--- config.mk ---
export PLATFORM = sky130hd
export DESIGN_NAME = icmp_echo_check_and_reply_rewrite_top
export DESIGN_NICKNAME = d
export VERILOG_FILES = /design/src/hw/rtl/icmp_echo_pkg.sv /design/src/hw/rtl/icmp_echo_check_and_reply_rewrite_top.sv
export VERILOG_INCLUDE_DIRS = /design/src /design/src/hw/rtl
export SDC_FILE = /design/constraint.sdc
export NUM_CORES = 1
export LEC_CHECK = 0
export CORE_ASPECT_RATIO = 1.4
export CORE_MARGIN = 2
export CORE_UTILIZATION = 60
export CTS_BUF_LIST = sky130_fd_sc_hd__clkbuf_8 sky130_fd_sc_hd__clkbuf_16
export CTS_CLUSTER_DIAMETER = 120
export CTS_CLUSTER_SIZE = 25
export DETAILED_ROUTE_END_ITERATION = 8
export DONT_BUFFER_PORTS = 1
export PLACE_DENSITY = 0.78
export SLEW_MARGIN = 20
export SYNTH_ARGS = -nofsm -noshare
export SYNTH_HDL_FRONTEND = slang
export SYNTH_SLANG_ARGS = --single-unit
--- constraint.sdc ---
create_clock -name i_clk -period 13.6 [get_ports i_clk]
set_input_delay 0.68 -clock i_clk [delete_from_list [all_inputs] [get_ports i_clk]]
set_output_delay 0.68 -clock i_clk [all_outputs]
set_load 0.005 [all_outputs]
--- src/hw/rtl/icmp_echo_check_and_reply_rewrite_top_defines.svh ---
// Assertion macros for the ICMP echo check and reply rewrite block.
`ifndef ICMP_ECHO_CHECK_AND_REPLY_REWRITE_TOP_DEFINES_SVH
`define ICMP_ECHO_CHECK_AND_REPLY_REWRITE_TOP_DEFINES_SVH

`ifndef SYNTHESIS

// Same-cycle implication, checked outside reset
`define AST_IMPL(lbl, clk, rst_n, ante, cons, msg) \
    lbl: assert property (@(posedge clk) disable iff (!rst_n) (ante) |-> (cons)) \
        else $error(msg);

// Next-cycle implication, checked outside reset
`define AST_NEXT(lbl, clk, rst_n, ante, cons, msg) \
    lbl: assert property (@(posedge clk) disable iff (!rst_n) (ante) |=> (cons)) \
        else $error(msg);

`else

`define AST_IMPL(lbl, clk, rst_n, ante, cons, msg)
`define AST_NEXT(lbl, clk, rst_n, ante, cons, msg)

`endif

`endif

--- src/hw/rtl/icmp_echo_pkg.sv ---
// Types, constants and helper functions of the ICMP echo check and reply rewrite block.
package icmp_echo_pkg;

    // Stream widths
    localparam int IN_TDATA_W  = 72;
    localparam int OUT_TDATA_W = 96;
    localparam int OUT_TUSER_W = 2;

    // ICMP types
    localparam logic [7:0] ICMP_ECHO_REQ = 8'd8;
    localparam logic [7:0] ICMP_ECHO_REP = 8'd0;
    localparam logic [7:0] ICMP_CODE_0   = 8'd0;

    // Result kinds
    localparam logic KIND_DATA    = 1'b0;
    localparam logic KIND_VERDICT = 1'b1;

    // Beat position codes
    localparam logic [1:0] BI_FIRST  = 2'd0;
    localparam logic [1:0] BI_SECOND = 2'd1;
    localparam logic [1:0] BI_HDR    = 2'd2;
    localparam logic [1:0] BI_BODY   = 2'd3;

    // Keep pair codes per 16-bit lane
    localparam logic [1:0] KP_BOTH = 2'b11;
    localparam logic [1:0] KP_LOW  = 2'b01;

    localparam logic [15:0] OC_ALL_ONES = 16'hFFFF;

    // One result item
    typedef struct packed {
        logic        run_end;
        logic        kind;
        logic [15:0] cs;
        logic        ok;
        logic        last;
        logic [7:0]  keep;
        logic [63:0] data;
    } t_res;

    // Ones'-complement add with a single end-around carry
    function automatic logic [15:0] oc_add(input logic [15:0] a, input logic [15:0] b);
        logic [16:0] s;
        logic [16:0] f;
        s = {1'b0, a} + {1'b0, b};
        f = s + {16'd0, s[16]};
        return f[15:0];
    endfunction

    // Byte-swap one 16-bit word
    function automatic logic [15:0] swap16(input logic [15:0] w);
        return {w[7:0], w[15:8]};
    endfunction

endpackage

--- src/hw/rtl/icmp_echo_check_and_reply_rewrite_top.sv ---
// ICMP echo check and reply rewrite: beat rewrite, lane checksums and end-of-packet verdict.
//
// Takes an IPv4/ICMP packet as 64-bit beats (20-byte header, no options) and
// passes each beat out one beat late, with the IP addresses swapped and the
// ICMP type set to echo reply. After the last beat it emits the held last
// beat and then a verdict item: packet_ok is set when the ICMP checksum folds
// to all ones and the packet is an echo request of code 0 at least three
// beats long; reply_checksum is the checksum field adjusted for the type
// change (incremental update), in raw lane byte order. Rate: one input beat
// per clock while the result stream is ready; the last beat of a packet
// yields three result items (two for a one-beat packet), and since the
// output register sends one item per clock the input stalls at each packet
// end while the extra items drain. An accepted beat passes through the input
// register and then the result queue. The input is held in a two-entry
// skid stage, so s_axis_tready is registered.
module icmp_echo_check_and_reply_rewrite_top
    import icmp_echo_pkg::*;
(
    input  logic                   i_clk,
    input  logic                   i_rst_n,
    // Input stream
    input  logic                   s_axis_tvalid,
    output logic                   s_axis_tready,
    input  logic [IN_TDATA_W-1:0]  s_axis_tdata,   // in_data[63:0], in_keep[71:64]
    input  logic                   s_axis_tlast,   // in_last
    // Result stream
    output logic                   m_axis_tvalid,
    input  logic                   m_axis_tready,
    output logic [OUT_TDATA_W-1:0] m_axis_tdata,   // out_data[63:0], out_keep[71:64],
                                                   // packet_ok[72], reply_checksum[88:73],
                                                   // zero[95:89]
    output logic                   m_axis_tlast,   // out_last
    output logic [OUT_TUSER_W-1:0] m_axis_tuser    // item_kind[0], run_end[1]
);

`include "icmp_echo_check_and_reply_rewrite_top_defines.svh"

    // Input skid stage
    logic        r_p_vld;
    logic [63:0] r_p_data;
    logic [7:0]  r_p_keep;
    logic        r_p_last;
    logic        r_s_vld;
    logic [63:0] r_s_data;
    logic [7:0]  r_s_keep;
    logic        r_s_last;

    // Packet state
    logic [3:0][15:0] r_sums, n_sums;
    logic [1:0]       r_bi, n_bi;
    logic [63:0]      r_held_data, n_held_data;
    logic [7:0]       r_held_keep;
    logic             r_held_last;
    logic [7:0]       r_type, n_type;
    logic [7:0]       r_code, n_code;
    logic [15:0]      r_field, n_field;
    logic             r_hdr, n_hdr;

    // Result queue
    t_res       r_q [3];
    logic [1:0] r_cnt;
    t_res       n_b [3];
    logic [1:0] n_b_cnt;

    logic take, pop, load, p_free;

    // Work signals
    t_res        a_res, l_res, v_res;
    logic [15:0] s0, s1, s_all;
    logic        ok;
    logic [16:0] c_dec;
    logic [15:0] c_fix;

    assign s_axis_tready = !r_s_vld;
    assign take   = s_axis_tvalid && s_axis_tready;
    assign pop    = (r_cnt != 2'd0) && m_axis_tready;
    assign load   = r_p_vld && ((r_cnt == 2'd0) || ((r_cnt == 2'd1) && pop));
    assign p_free = !r_p_vld || load;

    // Hold input items in the skid stage
    always_ff @(posedge i_clk) begin
        if (!i_rst_n) begin
            r_p_vld <= 1'b0;
            r_s_vld <= 1'b0;
        end else begin
            if (p_free) begin
                r_p_vld <= r_s_vld || take;
                r_s_vld <= 1'b0;
            end else if (take) begin
                r_s_vld <= 1'b1;
            end
        end
    end

    always_ff @(posedge i_clk) begin
        if (p_free) begin
            if (r_s_vld) begin
                r_p_data <= r_s_data;
                r_p_keep <= r_s_keep;
                r_p_last <= r_s_last;
            end else if (take) begin
                r_p_data <= s_axis_tdata[63:0];
                r_p_keep <= s_axis_tdata[71:64];
                r_p_last <= s_axis_tlast;
            end
        end else if (take) begin
            r_s_data <= s_axis_tdata[63:0];
            r_s_keep <= s_axis_tdata[71:64];
            r_s_last <= s_axis_tlast;
        end
    end

    // Rewrite the beat and advance the lane sums
    always_comb begin
        n_sums      = r_sums;
        n_hdr       = r_hdr;
        n_type      = r_type;
        n_code      = r_code;
        n_field     = r_field;
        n_held_data = r_p_data;

        a_res       = '0;
        a_res.kind  = KIND_DATA;
        a_res.data  = r_held_data;
        a_res.keep  = r_held_keep;
        a_res.last  = r_held_last;

        case (r_bi)
            BI_FIRST: begin
                n_sums = '0;
                n_hdr  = 1'b0;
            end
            BI_SECOND: begin
            end
            BI_HDR: begin
                a_res.data  = {r_p_data[31:0], r_held_data[31:0]};
                a_res.keep  = 8'hFF;
                a_res.last  = 1'b0;
                n_type      = r_p_data[39:32];
                n_code      = r_p_data[47:40];
                n_field     = r_p_data[63:48];
                n_hdr       = 1'b1;
                for (int i = 2; i < 4; i++) begin
                    n_sums[i] = oc_add(r_sums[i], swap16(r_p_data[16*i +: 16]));
                end
                n_held_data = {r_p_data[63:40], ICMP_ECHO_REP, r_held_data[63:32]};
            end
            default: begin
                for (int i = 0; i < 4; i++) begin
                    if (r_p_keep[2*i +: 2] == KP_BOTH) begin
                        n_sums[i] = oc_add(r_sums[i], swap16(r_p_data[16*i +: 16]));
                    end else if (r_p_keep[2*i +: 2] == KP_LOW) begin
                        n_sums[i] = oc_add(r_sums[i], {r_p_data[16*i +: 8], 8'h00});
                    end
                end
            end
        endcase

        // Verdict and incremental checksum update
        s0    = oc_add(n_sums[0], n_sums[2]);
        s1    = oc_add(n_sums[1], n_sums[3]);
        s_all = oc_add(s0, s1);
        ok    = n_hdr && (s_all == OC_ALL_ONES) &&
                (n_type == ICMP_ECHO_REQ) && (n_code == ICMP_CODE_0);
        c_dec = {1'b0, ~n_field} - {9'd0, ICMP_ECHO_REQ};
        c_fix = c_dec[15:0] - {15'd0, c_dec[16]};

        l_res       = '0;
        l_res.kind  = KIND_DATA;
        l_res.data  = n_held_data;
        l_res.keep  = r_p_keep;
        l_res.last  = r_p_last;

        v_res         = '0;
        v_res.kind    = KIND_VERDICT;
        v_res.ok      = ok;
        v_res.cs      = ok ? ~c_fix : 16'd0;
        v_res.run_end = 1'b1;

        // Pack the results of this beat
        n_b[0] = a_res;
        n_b[1] = l_res;
        n_b[2] = v_res;
        if (r_bi != BI_FIRST) begin
            if (r_p_last) begin
                n_b_cnt = 2'd3;
            end else begin
                n_b[0].run_end = 1'b1;
                n_b_cnt        = 2'd1;
            end
        end else begin
            n_b[0] = l_res;
            n_b[1] = v_res;
            n_b_cnt = r_p_last ? 2'd2 : 2'd0;
        end

        // Beat position
        if (r_p_last) begin
            n_bi = BI_FIRST;
        end else if (r_bi == BI_BODY) begin
            n_bi = BI_BODY;
        end else begin
            n_bi = r_bi + 2'd1;
        end
    end

    // Update packet state on each processed beat
    always_ff @(posedge i_clk) begin
        if (!i_rst_n) begin
            r_sums      <= '0;
            r_bi        <= BI_FIRST;
            r_held_data <= '0;
            r_held_keep <= '0;
            r_held_last <= 1'b0;
            r_type      <= '0;
            r_code      <= '0;
            r_field     <= '0;
            r_hdr       <= 1'b0;
        end else if (load) begin
            r_sums      <= n_sums;
            r_bi        <= n_bi;
            r_held_data <= n_held_data;
            r_held_keep <= r_p_keep;
            r_held_last <= r_p_last;
            r_type      <= n_type;
            r_code      <= n_code;
            r_field     <= n_field;
            r_hdr       <= n_hdr;
        end
    end

    // Load or drain the result queue
    always_ff @(posedge i_clk) begin
        if (!i_rst_n) begin
            r_cnt <= 2'd0;
        end else if (load) begin
            r_cnt <= n_b_cnt;
        end else if (pop) begin
            r_cnt <= r_cnt - 2'd1;
        end
    end

    always_ff @(posedge i_clk) begin
        if (load) begin
            r_q[0] <= n_b[0];
            r_q[1] <= n_b[1];
            r_q[2] <= n_b[2];
        end else if (pop) begin
            r_q[0] <= r_q[1];
            r_q[1] <= r_q[2];
        end
    end

    // Drive the result stream
    assign m_axis_tvalid = (r_cnt != 2'd0);
    assign m_axis_tdata  = {7'd0, r_q[0].cs, r_q[0].ok, r_q[0].keep, r_q[0].data};
    assign m_axis_tlast  = r_q[0].last;
    assign m_axis_tuser  = {r_q[0].run_end, r_q[0].kind};

    // Checks
    `AST_IMPL(a_skid_order, i_clk, i_rst_n, r_s_vld, r_p_vld,
        "skid entry held without a main entry")
    `AST_NEXT(a_last_restart, i_clk, i_rst_n, load && r_p_last, r_bi == BI_FIRST,
        "beat position not reset after packet end")
    `AST_IMPL(a_verdict_end, i_clk, i_rst_n, m_axis_tvalid && r_q[0].kind, r_q[0].run_end,
        "verdict item without run end")
    `AST_IMPL(a_hdr_early, i_clk, i_rst_n, r_bi == BI_SECOND || r_bi == BI_HDR, !r_hdr,
        "header flag set before the header beat")

endmodule
# Word-level counts from Yosys, hierarchy flattened
# Memory sizes are Yosys's and may differ from the RTL's.
# Cells that the tools add are included.
# word_totals
n_memories	1
inputBits	77
output_inout_bits	101
ram_bits	276
reg_bits	322
elab_cells	131
# classes
n_reduce_logical	23
add_sub_neg	26
eq_ne	14
mux	40
bitwise	6
# mem_list
name	words	width	rd	rd_ports_with_merged_regs	write_ports	line_no	rtl
r_q	3	92	3	0	3	icmp_echo_check_and_reply_rewrite_top.sv:60	t_res r_q [3];
# op_table
operator	count
$add A16 B16 Y17	11
$mux W92	2
$add A16 B1 Y16	11
$mux W165	1
$mux W16	10
$mux W64	2
$pmux W32 S3	1
$mux W73	1
$pmux W32 S2	1
$mux W40	1
$mux W8	4
$not A16 Y16	2
$sub A16 B4 Y17 const B	1
$eq A16 B16 Y1 const B	1
$sub A16 B1 Y16	1
$mux W2	7
$eq A2 B1 Y1 const B	6
$eq A2 B2 Y1 const B	6
$mux W1	9
$eq A8 B4 Y1 const B	1
$logic_not A8 Y1	1
$reduce_bool A2 Y1	4
$logic_and A1 B1 Y1	7
$logic_not A2 Y1	2
other kinds (9)	16

# Longest topological paths before layout
# depth
depth_word	16
mapped_depth	63
mapped_depth_nobuf	61

# Worst setup path after synthesis
# Ideal clock, no wire load.
# synth_path
path_kind	register -> register
start	register r_p_data[40]
end	memory r_q[0][173] (netlist name), data pin
required_ps	13469
n_path_buf	1
t_arrival_ps	11079
setup_time_ps	131
setup_slack_ps	2391
path_stages_with_launch	61
synth_period_minus_slack_ps	11209
path_cell_list	edfxtp_1 ha_1 inv_1 fa_1 nand2b_1 a21oi_1 o32ai_1 o21ai_0 a21o_1 a21o_1 a21o_1 a21oi_1 nor2b_1 o21ai_0 nand2b_1 ha_1 ha_1 nand2_1 [... 25 more ...] a21oi_1 o22ai_1 o21ai_0 nand2_1 a21o_1 a21o_1 ha_1 ha_1 nand2_1 a2111oi_0 nand3_1 nor2_1 nand3_1 a2111oi_0 nand4_1 nor4b_4 buf_2 a22o_1
# synth_rtl
item	line_no	rtl
start: declaration	icmp_echo_check_and_reply_rewrite_top.sv:40	logic [63:0] r_p_data;
start signal: assignment	icmp_echo_check_and_reply_rewrite_top.sv:98	r_p_data <= r_s_data;
start signal: assignment	icmp_echo_check_and_reply_rewrite_top.sv:102	r_p_data <= s_axis_tdata[63:0];
end: declaration	icmp_echo_check_and_reply_rewrite_top.sv:60	

==> metrics <==
total CTS buffers 24; Remaining DRCs 0; Seq pwr share 0.525; Yosys top cell area share 0.3209; WL/cell ~22 um; RSZ-0062 raised after global routing false; clock slew at reported path FFs ~0.11 ns; most frequent cells in the layout nand2_1, edfxtp_1, nor2_1; syn_area_per_cell 9.426 um^2; 1st-iter DRT viols approximately 2300; Die ar. 55870 um^2; Crit. End Element register; highest net fanout along the worst path 17; Synth Register Bits approximately 520; Yosys Warn Count 0; total track usage 0.3013; Synth area leader edfxtp_1; max_slew headroom 0.3057; Fmax ~79 MHz; final wirelength around 86 mm; Core Area approximately 53000 um^2; Max rail drop VDD around 0.11 mV; final hold vios 0; via count between 20000 and 25000; Async SR Flop Fraction 0; Crit Path Class register to register; worst-margin pin slew between 1 and 1.5 ns; Initial Util 0.6075; CP bufs+invs 3; Die Y ~280 um; Skew-Pair Late Insertion Delay 0.61 ns; status completed; most common cell after layout, fill and taps aside nand2_1; initial antenna violation count 0; die span in x 200.3 um; CP Data Arrival Time 13.14 ns; CTS Hold Bufs 0; CP Launch Type register; final setup TNS 0 ns; Synth Flop Type edfxtp_1; Post-synth EDFFs about 350; H-tree Lvls 1; crit-path max cell delay about 0.5 ns; Synth Cell Area between 30000 and 40000 um^2; worst-path cell with the longest stage delay fa_1; CTS tree yes; Yosys cell types between 100 and 150; clock root cell clkbuf_16; Detailed Place HPWL about 62 mm; max-slew violations 0; std cell rows 100; Nets between 3000 and 4000; period utilization 0.9310; Logic pwr share 0.287; Fillers roughly 4500; Antenna Diode Count 0; Max-Cap Viols 0; vias in the first global route roughly 24000; placed cells just under 4000; r2r setup slk 0.94 ns; Leakage roughly 12 nW; cell family with most CP delay compound AO/OA/AOI/OAI gates; RD Place Congestion ~0.96; Port Buffers 0; CTS Sinks around 520; Final setup viols 0; fraction of layout cells with a size suffix above 1 0.06827; Hold/Removal Path Class primary input to register; Post-Route Utilization 0.6167; Psw between 0.0015 and 0.002 W; largest net degree at the start of global routing ~110; largest cells by area after synthesis edfxtp_1, dfxtp_1, ha_1, nand2_1, a21oi_1; Tmin final 12.66 ns; Post-Synthesis Cells about 3400; Worst Path Required between 10 and 15 ns; gr ovfl total 0; Cell Int Power around 0.003 W; power per cell area 137.5 nW/um^2; Total Power approximately 0.0045 W; drt via density between 6 and 7; DR pass1 iterations 7; Sw Share 0.3548; register area share after synthesis 0.4297; clock power share 0.188; Area growth syn-to-layout 1.523%; clock buffer depth 3; CP most frequent cell a21o_1; Clock Skew 0.02661 ns; antenna-violating nets left 0; first-pass GRT wire length about 130 mm; Ports 178; non-filler cells, final between 3000 and 4000
layer usage:
layer / share of wire / GRT usage / wire [um]
met5: 0 / 0 / 0
met4: 0.038 / 0.1128 / 3260
met3: 0.068 / 0.03735 / 5890
met2: 0.48 / 0.5180 / 41700
met1: 0.41 / 0.3904 / 35480
final cells by class:
class,instances,area [um^2],share of cell area
Tap cell,714,893.4,0.02718
Clock inverter,18,81.33,0.002474
Sequential cell,522,13920,0.4234
Inverter,84,327.8,0.009972
Timing Repair Buffer,26,198.9,0.006052
Clock buffer,26,639.4,0.01945
Multi-Input combinational cell,2561,16810,0.5115
cells in the mapped netlist, types with 8 or more instances:
master / number
inv_1: 82
o21a_1: 23
nor2b_1: 36
a211oi_1: 50
nor2_1: 272
o31ai_1: 9
xor2_1: 88
o22ai_1: 15
dfxtp_1: 176
fa_1: 11
nand4_1: 22
o211ai_1: 12
nand2_1: 474
nor3_1: 48
ha_1: 144
o21ai_0: 220
or3_1: 11
nand3_1: 77
edfxtp_1: 346
and3_1: 59
o21bai_1: 21
a21oi_1: 270
buf_1: 16
a21o_1: 50
nand2b_1: 23
xnor2_1: 148
nor4_1: 9
a31oi_1: 18
buf_4: 99
clkbuf_1: 151
mux2_2: 76
o221ai_1: 9
or2_2: 8
a221oi_1: 16
a22o_1: 27
and2_1: 41
mux2i_1: 91
path summary, 6_finish.rpt:
path,start,depth (start not counted),endpoint
max reg2reg,r_p_data[40],60,r_q[0][169]
min,s_axis_tdata[24],0,r_s_data[24]
min reg2reg,r_type[7],2,r_type[7]
max,r_p_data[40],60,r_q[0][169]
through the flow:
stage / area [um^2] / hold slack, ns / setup WS [ns]
after floorplan: 32400 / 0.4308 / 2.391
after detailed placement: 32140 / 0.4417 / 1.058
after CTS: 32860 / 0.1370 / 0.9638
after global routing: 32870 / 0.1419 / 0.03618
final: 32870 / 0.1558 / 0.9380
after global placement: 32140 / 0.4373 / 1.277
sequential cells by signal, indices dropped and copies added, names as in the netlist, 2 cells and up:
signal and flops:
r_q 200, r_held_data 64, r_p_data 64, r_s_data 64, r_sums 64, r_field 16, r_code 8, r_held_keep 8
r_p_keep 8, r_s_keep 8, r_type 8, r_bi 2, r_cnt 2
worst reg2reg max path: cells and delay by family, from the launching register on:
| kind | cells | cell delay, ns |
|---|---|---|
| AOI/OAI and AO/OA | 28 | 5.84 |
| xor gates and xnor gates | 1 | 0.17 |
| adders and majority gates | 11 | 3.12 |
| buffers and inverters | 3 | 0.46 |
| DFF | 1 | 0.48 |
| and+or+nand+nor | 17 | 2.48 |
cells by family after synthesis:
group / synth area share
simple gates: 0.1641
compound gates: 0.1646
flops: 0.4297
buf+inv: 0.05375
xor+xnor: 0.06936
mux: 0.05456
fa+ha+maj: 0.06384
other cells: 0.0001158
power by group through the flow:
stage	Clock, W	Combinational, W	Sequential, W
2_1_floorplan	0	0.00114	0.00231
6_report	0.000852	0.00130	0.00237
3_3_place_gp	0	0.00125	0.00239
4_1_cts	0.000867	0.00129	0.00237
5_1_grt	0.000916	0.00143	0.00240
3_5_place_dp	0	0.00128	0.00241
what timing repair did:
item	in CTS	in global routing
buffers inserted	0	0
endpoints found under the setup margin	0	13
gates resized for setup	0	1
Note: power is estimated with default switching activity, not from simulation.
